File: src/design/bdf_ram.sv
// Generic single-write, single-read RAM with registered read data.
// No dependencies.
module bdf_ram #(
  parameter int WIDTH = 32,
  parameter int DEPTH = 7
) (
  input  logic                     clk,
  input  logic                     we,
  input  logic [$clog2(DEPTH)-1:0] waddr,
  input  logic [WIDTH-1:0]         wdata,
  input  logic [$clog2(DEPTH)-1:0] raddr,
  output logic [WIDTH-1:0]         rdata
);

  logic [WIDTH-1:0] mem [DEPTH];

  always_ff @(posedge clk) begin
    if (we) begin
      mem[waddr] <= wdata;
    end
    rdata <= mem[raddr];
  end

endmodule

File: config.mk
export PLATFORM = sky130hd
export DESIGN_NAME = bdf_ram
export DESIGN_NICKNAME = d
export VERILOG_FILES = /design/src/design/bdf_ram.sv
export SDC_FILE = /design/constraint.sdc
export NUM_CORES = 1
export LEC_CHECK = 0
export ABC_AREA = 0
export BUFFER_PORTS_ARGS = -buffer_cell sky130_fd_sc_hd__buf_2
export CAP_MARGIN = 20
export CELL_PAD_IN_SITES_DETAIL_PLACEMENT = 1
export CELL_PAD_IN_SITES_GLOBAL_PLACEMENT = 1
export CORE_ASPECT_RATIO = 0.75
export CORE_MARGIN = 3
export CORE_UTILIZATION = 47
export DETAILED_ROUTE_END_ITERATION = 16
export GPL_TIMING_DRIVEN = 0
export HOLD_SLACK_MARGIN = 0.15
export PLACE_DENSITY = 0.7
export SYNTH_ARGS = -nofsm -noshare
export SYNTH_HDL_FRONTEND = slang
export SYNTH_SLANG_ARGS = --single-unit
File: constraint.sdc
create_clock -name clk -period 3.74 [get_ports clk]
set_input_delay 0.374 -clock clk [delete_from_list [all_inputs] [get_ports clk]]
set_output_delay 0.374 -clock clk [all_outputs]
set_load 0.02 [all_outputs]
==> flow_summary.toml, run 1 <==
[status]
status = "complete, no violations"

[worst_setup_path]
worstPathArrival_ps = 2030
r2r_start = "mem[2][11]"
crit_cells = 5
startpoint = "waddr[0]"
r2r-end = "rdata[11]"
critPathRequiredTime_ps = 3970
cp_cell_sequence = "buf_2 -> nand2b_1 -> nor3_2 -> buf_8 -> buf_6"
worstSetupPathType = "in2reg"
crit_family = "simple AND/OR/NAND/NOR gates"
crit_end = "mem[0][14]"
max_stage_delay_ps = 790
crit_fanout = 10
worst_path_max_delay_cell = "nor3_2"
startpoint_type = "input port"
ff2ff_path_depth = 3
r2r_slack_ps = 2630
critPathBufInv = 3
endpoint_kind = "flip-flop"

[power]
pwr-share-comb = 0.072
p_int_mw = 5.205
power.sequential.fraction = 0.495
swShare = 0.2076
peakVddDrop_uv = 345.3
clockPowerShare = 0.433
p_sw_mw = 1.364
p_per_area_nw_per_um2 = 546.5
p_leak_nw = 4.310

[floorplanning]
dieHeight_um = 131.3
core-area_sq_um = 20380
ioPinCount = 72
rows = 45
chipWidth_um = 173.1
start_util = 0.4830
die-area_sq_um = 22740

[clock_network]
cts_inserted_buffers = 25
cts_resized = 0
clockBufferDepth = 3
cts.clk_slew.worst_paths_ps = 70
post-cts-setup-buffers = 0
cts_tree = "done"
clk_latency_ps = 520
htreeDepth = 1
cts_sinks = 256
clockRootBuffer = "clkbuf_16"

[global_routing]
grt_use_total = 0.1877
grt_pass1_vias = 5504
grt_max_degree = 25
antenna_found_initial = 0
grt-ovfl-total = 0
grt_pass1_wl_um = 32820

[job]
max_cap_violations = 0

[timing]
period_needed_ps = 1801
clock_skew_ps = 16.43
drv_slew = 0
setup_violations = 0
timing.fmax_ghz = 0.5552
worst_hold_slack_ps = 161.3
tightest_slew_ps = 953.3
hold_viol_final = 0
slew_headroom = 0.3610
post-route-period-util = 0.4816
rsz0062_at_grt = "false"

[layout]
post-route-util = 0.5897
fin_nets = 668
diodes = 0
areaGrowthSynthToFinish_pct = 22.10
fillerInstances = 1810
layout-drive-gt1-share = 0.3808

[route]
drtIter0Drc = 303
wirelength_um = 21200
drc_errors = 0
wl_per_cell_um = 22.85
postRouteAntennaNets = 0
drtPass1Iterations = 4
avgViaCountPerCell = 5.259
vias = 4880

[logic_synthesis]
synth_top_area_share = 0.6833
yosysWarningCount = 0
synthDistinctLibCells = 20
yosys-top-cells-count = "edfxtp_1, mux2i_1, nand2b_1"
ys_seq_elements = 256
muxShareOfSynthArea = 0.1131
synth_edf_count = 224
syn_area_per_cell_sq_um = 20.05
synthAdderAreaFrac = 0
synth_compound_area_frac = 0.08719
synth_top_flop_cell = "edfxtp_1"
synth-async-reset-ratio = 0
syn-cell-area_sq_um = 9844
synth_seq_area_share = 0.7483
yosys-top-cells-area = "edfxtp_1, dfxtp_1, mux2i_1"
synth_top_family_by_area = "multiplexers"
synth_largest_area_cell = "edfxtp_1"
synth_nets = 531
synth.most_common_cell = "edfxtp_1"
syn_inst = 491
synth-xor-area-share = 0
synthSimpleGateAreaFrac = 0.02771

[place]
dp_hpwl_um = 12820
port_buffers = 68
gp_congestion = 0.7137

[min_path]
whs_path_depth = 1
hp-class = "in2reg"
==> registers in the layout, summed over array words and instances, names as in the netlist <==
signal,flops
mem,224
rdata,32
==> placed cells by master (no fill, tap or decap), types with 2 or more instances in the layout <==
cell type	n
clkbuf_1	7
o221ai_1	2
buf_2	80
clkbuf_8	4
edfxtp_1	224
buf_8	3
buf_12	7
buf_6	10
mux2i_1	64
bufinv_16	7
mux2_4	30
mux2_2	2
o221ai_2	30
o211ai_2	30
nor3_2	2
nor2_4	5
dlygate4sd3_1	31
dfxtp_1	32
nand2_1	2
o211ai_1	2
buf_4	2
nand2b_1	35
clkbuf_16	25
clkinvlp_4	2
clkinv_2	5
==> layer usage <==
layer | share of wire | global-route usage
met5 | 0 | 0
met2 | 0.50 | 0.3266
met3 | 0.046 | 0.03235
met1 | 0.44 | 0.2521
met4 | 0.016 | 0.03420
==> power groups by stage <==
stage / logic, mW / clock network (mW) / registers, mW
after global placement: 0.425 / 0 / 3.31
after detailed placement: 0.456 / 0 / 3.31
after CTS: 0.484 / 2.89 / 3.25
after global routing: 0.512 / 3.01 / 3.26
after floorplan: 0.235 / 0 / 3.35
final: 0.474 / 2.84 / 3.25
==> per-stage QoR <==
stage / power, mW / std cells / instance area (sq um) / setup slack, ps / TNS [ps]
6_report: 6.569 / 928 / 12020 / 1939 / 0
5_1_grt: 6.787 / 928 / 12020 / 1861 / 0
4_1_cts: 6.627 / 928 / 12020 / 1901 / 0
3_5_place_dp: 3.769 / 852 / 10770 / 1355 / 0
3_3_place_gp: 3.736 / 841 / 10540 / -1918 / -122290
2_1_floorplan: 3.589 / 491 / 9844 / 518.6 / 0
==> logic make-up after synthesis <==
| logic type | count (synthesis) |
|---|---|
| mux | 96 |
| compound gates | 64 |
| buf+inv | 29 |
| simple gates | 46 |
| flops | 256 |
==> final cells by class <==
type                    count  area [sq um]  share of cell area
flip-flops and latches    256          7367              0.6129
repair buffers            110         837.1             0.06964
well taps                 282         352.8             0.02935
clock buffers              31         688.2             0.05725
plain buffers              29         232.7             0.01936
multi-input cells         206          2292              0.1907
clock inverters            14         250.2             0.02082
==> how the worst min path moves through the flow <==
| stage | start | to | slack [ps] |
|---|---|---|---|
| finish | wdata[11] | mem[0][11] | 160 |
| global placement | mem[1][16] | rdata[16] | 540 |
| floorplan | wdata[0] | mem[0][0] | 470 |
| detailed placement | mem[1][6] | rdata[6] | 560 |
| global route | wdata[11] | mem[0][11] | 170 |
| CTS | wdata[11] | mem[0][11] | 160 |
==> repair_timing <==
item | in CTS | in global routing
endpoints found under the hold margin | 217 | 0
endpoints found under the setup margin | 0 | 0
hold buffers | 31 | 0
Power figures use the tool's default switching activity.
==> run 2, diff against run 1 <==
--- a/config.mk
+++ b/config.mk
@@ -16,7 +16,7 @@
 export DETAILED_ROUTE_END_ITERATION = 16
 export GPL_TIMING_DRIVEN = 0
 export HOLD_SLACK_MARGIN = 0.15
-export PLACE_DENSITY = 0.7
+export PLACE_DENSITY = 0.73
 export SYNTH_ARGS = -nofsm -noshare
 export SYNTH_HDL_FRONTEND = slang
 export SYNTH_SLANG_ARGS = --single-unit
==> constraint.sdc (replaced) <==
create_clock -name clk -period 1.45 [get_ports clk]
set_input_delay 0.145 -clock clk [delete_from_list [all_inputs] [get_ports clk]]
set_output_delay 0.145 -clock clk [all_outputs]
set_load 0.02 [all_outputs]
==> flow_summary.toml, run 2 (synthesis gave the netlist of run 1 again) <==
[clock_network]
post-cts-setup-buffers = 0
clk_latency_ps = 510
cts_sinks = 256
cts_inserted_buffers = 25
htreeDepth = 1
cts_tree = "done"
clockRootBuffer = "clkbuf_16"
clockBufferDepth = 3
cts.clk_slew.worst_paths_ps = 60

[worst_setup_path]
critPathRequiredTime_ps = 1650
worstSetupPathType = "in2reg"
worstPathArrival_ps = 1540
startpoint_type = "input port"
endpoint_kind = "flip-flop"
crit_fanout = 24

[layout]
fin_nets = 673
stdcell_count = 934
seqCellArea_sq_um = 7367
areaGrowthSynthToFinish_pct = 22.43
final_common_cell = "edfxtp_1"
fillerInstances = 1785
top_register = "mem"
reg_top3 = "mem (224), rdata (32)"
diodes = 0
layout-drive-gt1-share = 0.3758
largest_reg_flops = 224
multi_input_area_sq_um = 2320
final_cell_mix = "edfxtp_1, buf_2, mux2i_1, dlygate4sd3_1, nand2b_1"

[route]
wirelength_um = 20430
drtPass1Iterations = 4
postRouteAntennaNets = 0
wl_per_cell_um = 21.88
avgViaCountPerCell = 5.278
vias = 4930
drc_errors = 0
drtIter0Drc = 290

[power]
peakVddDrop_uv = 1012
p_leak_nw = 4.329
p_per_area_nw_per_um2 = 1329

[timing]
post-route-period-util = 0.9276
setup_slack_ps = 105.0
timing.fmax_ghz = 0.7435
hold_viol_final = 0
period_needed_ps = 1345
clock_skew_ps = 14.25
tightest_slew_ps = 655.0
setup_violations = 0
drv_slew = 0
slew_headroom = 0.5623
rsz0062_at_grt = "false"

[place]
dp_hpwl_um = 12930
dp.cells = 850
dpl_worst_slack_ps = -239.8
gp_congestion = 0.7328
port_buffers = 68

[floorplanning]
dieHeight_um = 131.3
chipWidth_um = 173.1
die-area_sq_um = 22740
core-area_sq_um = 20380
ioPinCount = 72
start_util = 0.4830
rows = 45

[global_routing]
grt_use_total = 0.1820
grt_pass1_wl_um = 32020
grt-ovfl-total = 0
grt_max_degree = 27
antenna_found_initial = 0
grt_pass1_vias = 5382

[job]
max_cap_violations = 0

[status]
status = "complete, no violations"

[min_path]
hp-class = "in2reg"
[run 2: cell types whose count changed in the layout (fill, tap and decap cells not counted), moves of 3 or more]
cell,previous run,this run
buf_16,1,7
buf_6,10,7
buf_8,3,0
bufinv_16,7,2
clkbuf_2,0,4
dlygate4sd3_1,31,38
[run 2: critical path, cell delays in order]
cell and delay (ps):
buf_2 140, nand2_4 80, dlygate4sd3_1 600, nor2_4 310, buf_12 250
[run 2: final cells by class]
class,instances,area share
plain buffers,29,0.01972
clock buffers,36,0.05948
well taps,282,0.02927
multi-input cells,206,0.1925
flip-flops and latches,256,0.6112
clock inverters,10,0.008720
repair buffers,115,0.07910
[run 2: repair_timing]
action                                  CTS  global route
hold buffers                             38             1
endpoints found under the setup margin    0            25
gates resized for setup                   0            10
hold endpoints to repair                250            14
[run 2: layer usage]
| metal | routed length, um | vias to the layer above | global-route usage |
|---|---|---|---|
| li1 | - | 2257 | - |
| met1 | 9055 | 2544 | 0.2434 |
| met2 | 10340 | 101 | 0.3202 |
| met3 | 720 | 28 | 0.02860 |
| met4 | 322 | 0 | 0.03240 |
| met5 | 0 | - | 0 |
[run 2: metrics by stage]
stage	setup TNS, ps	hold WS (ps)	cell area (sq um)	util	total power, mW
after floorplan	-22790	243.9	9894	-	9.263
after global placement	-224130	391.9	10590	0.5195	9.636
after detailed placement	-17260	406.5	10850	0.5321	9.738
after CTS	0	100.5	12050	0.5911	16.19
after global routing	0	108.9	12050	0.5913	16.63
final	0	108.1	12050	0.5913	16.02
[run 2: report_power, final]
| part | switching (mW) | internal [mW] |
|---|---|---|
| combinational | 0.725 | 0.528 |
| clock | 2.58 | 3.79 |
| sequential | 0.0770 | 8.32 |
| total | 3.39 | 12.6 |
[run 2: path summary, 6_finish.rpt]
kind | startpoint | to | slack (ps) | cells after the start
min | waddr[1] | mem[1][23] | 110 | 2
min reg2reg | mem[0][17] | rdata[17] | 560 | 2
max | we | mem[5][1] | 110 | 5
max reg2reg | mem[3][0] | rdata[0] | 340 | 3
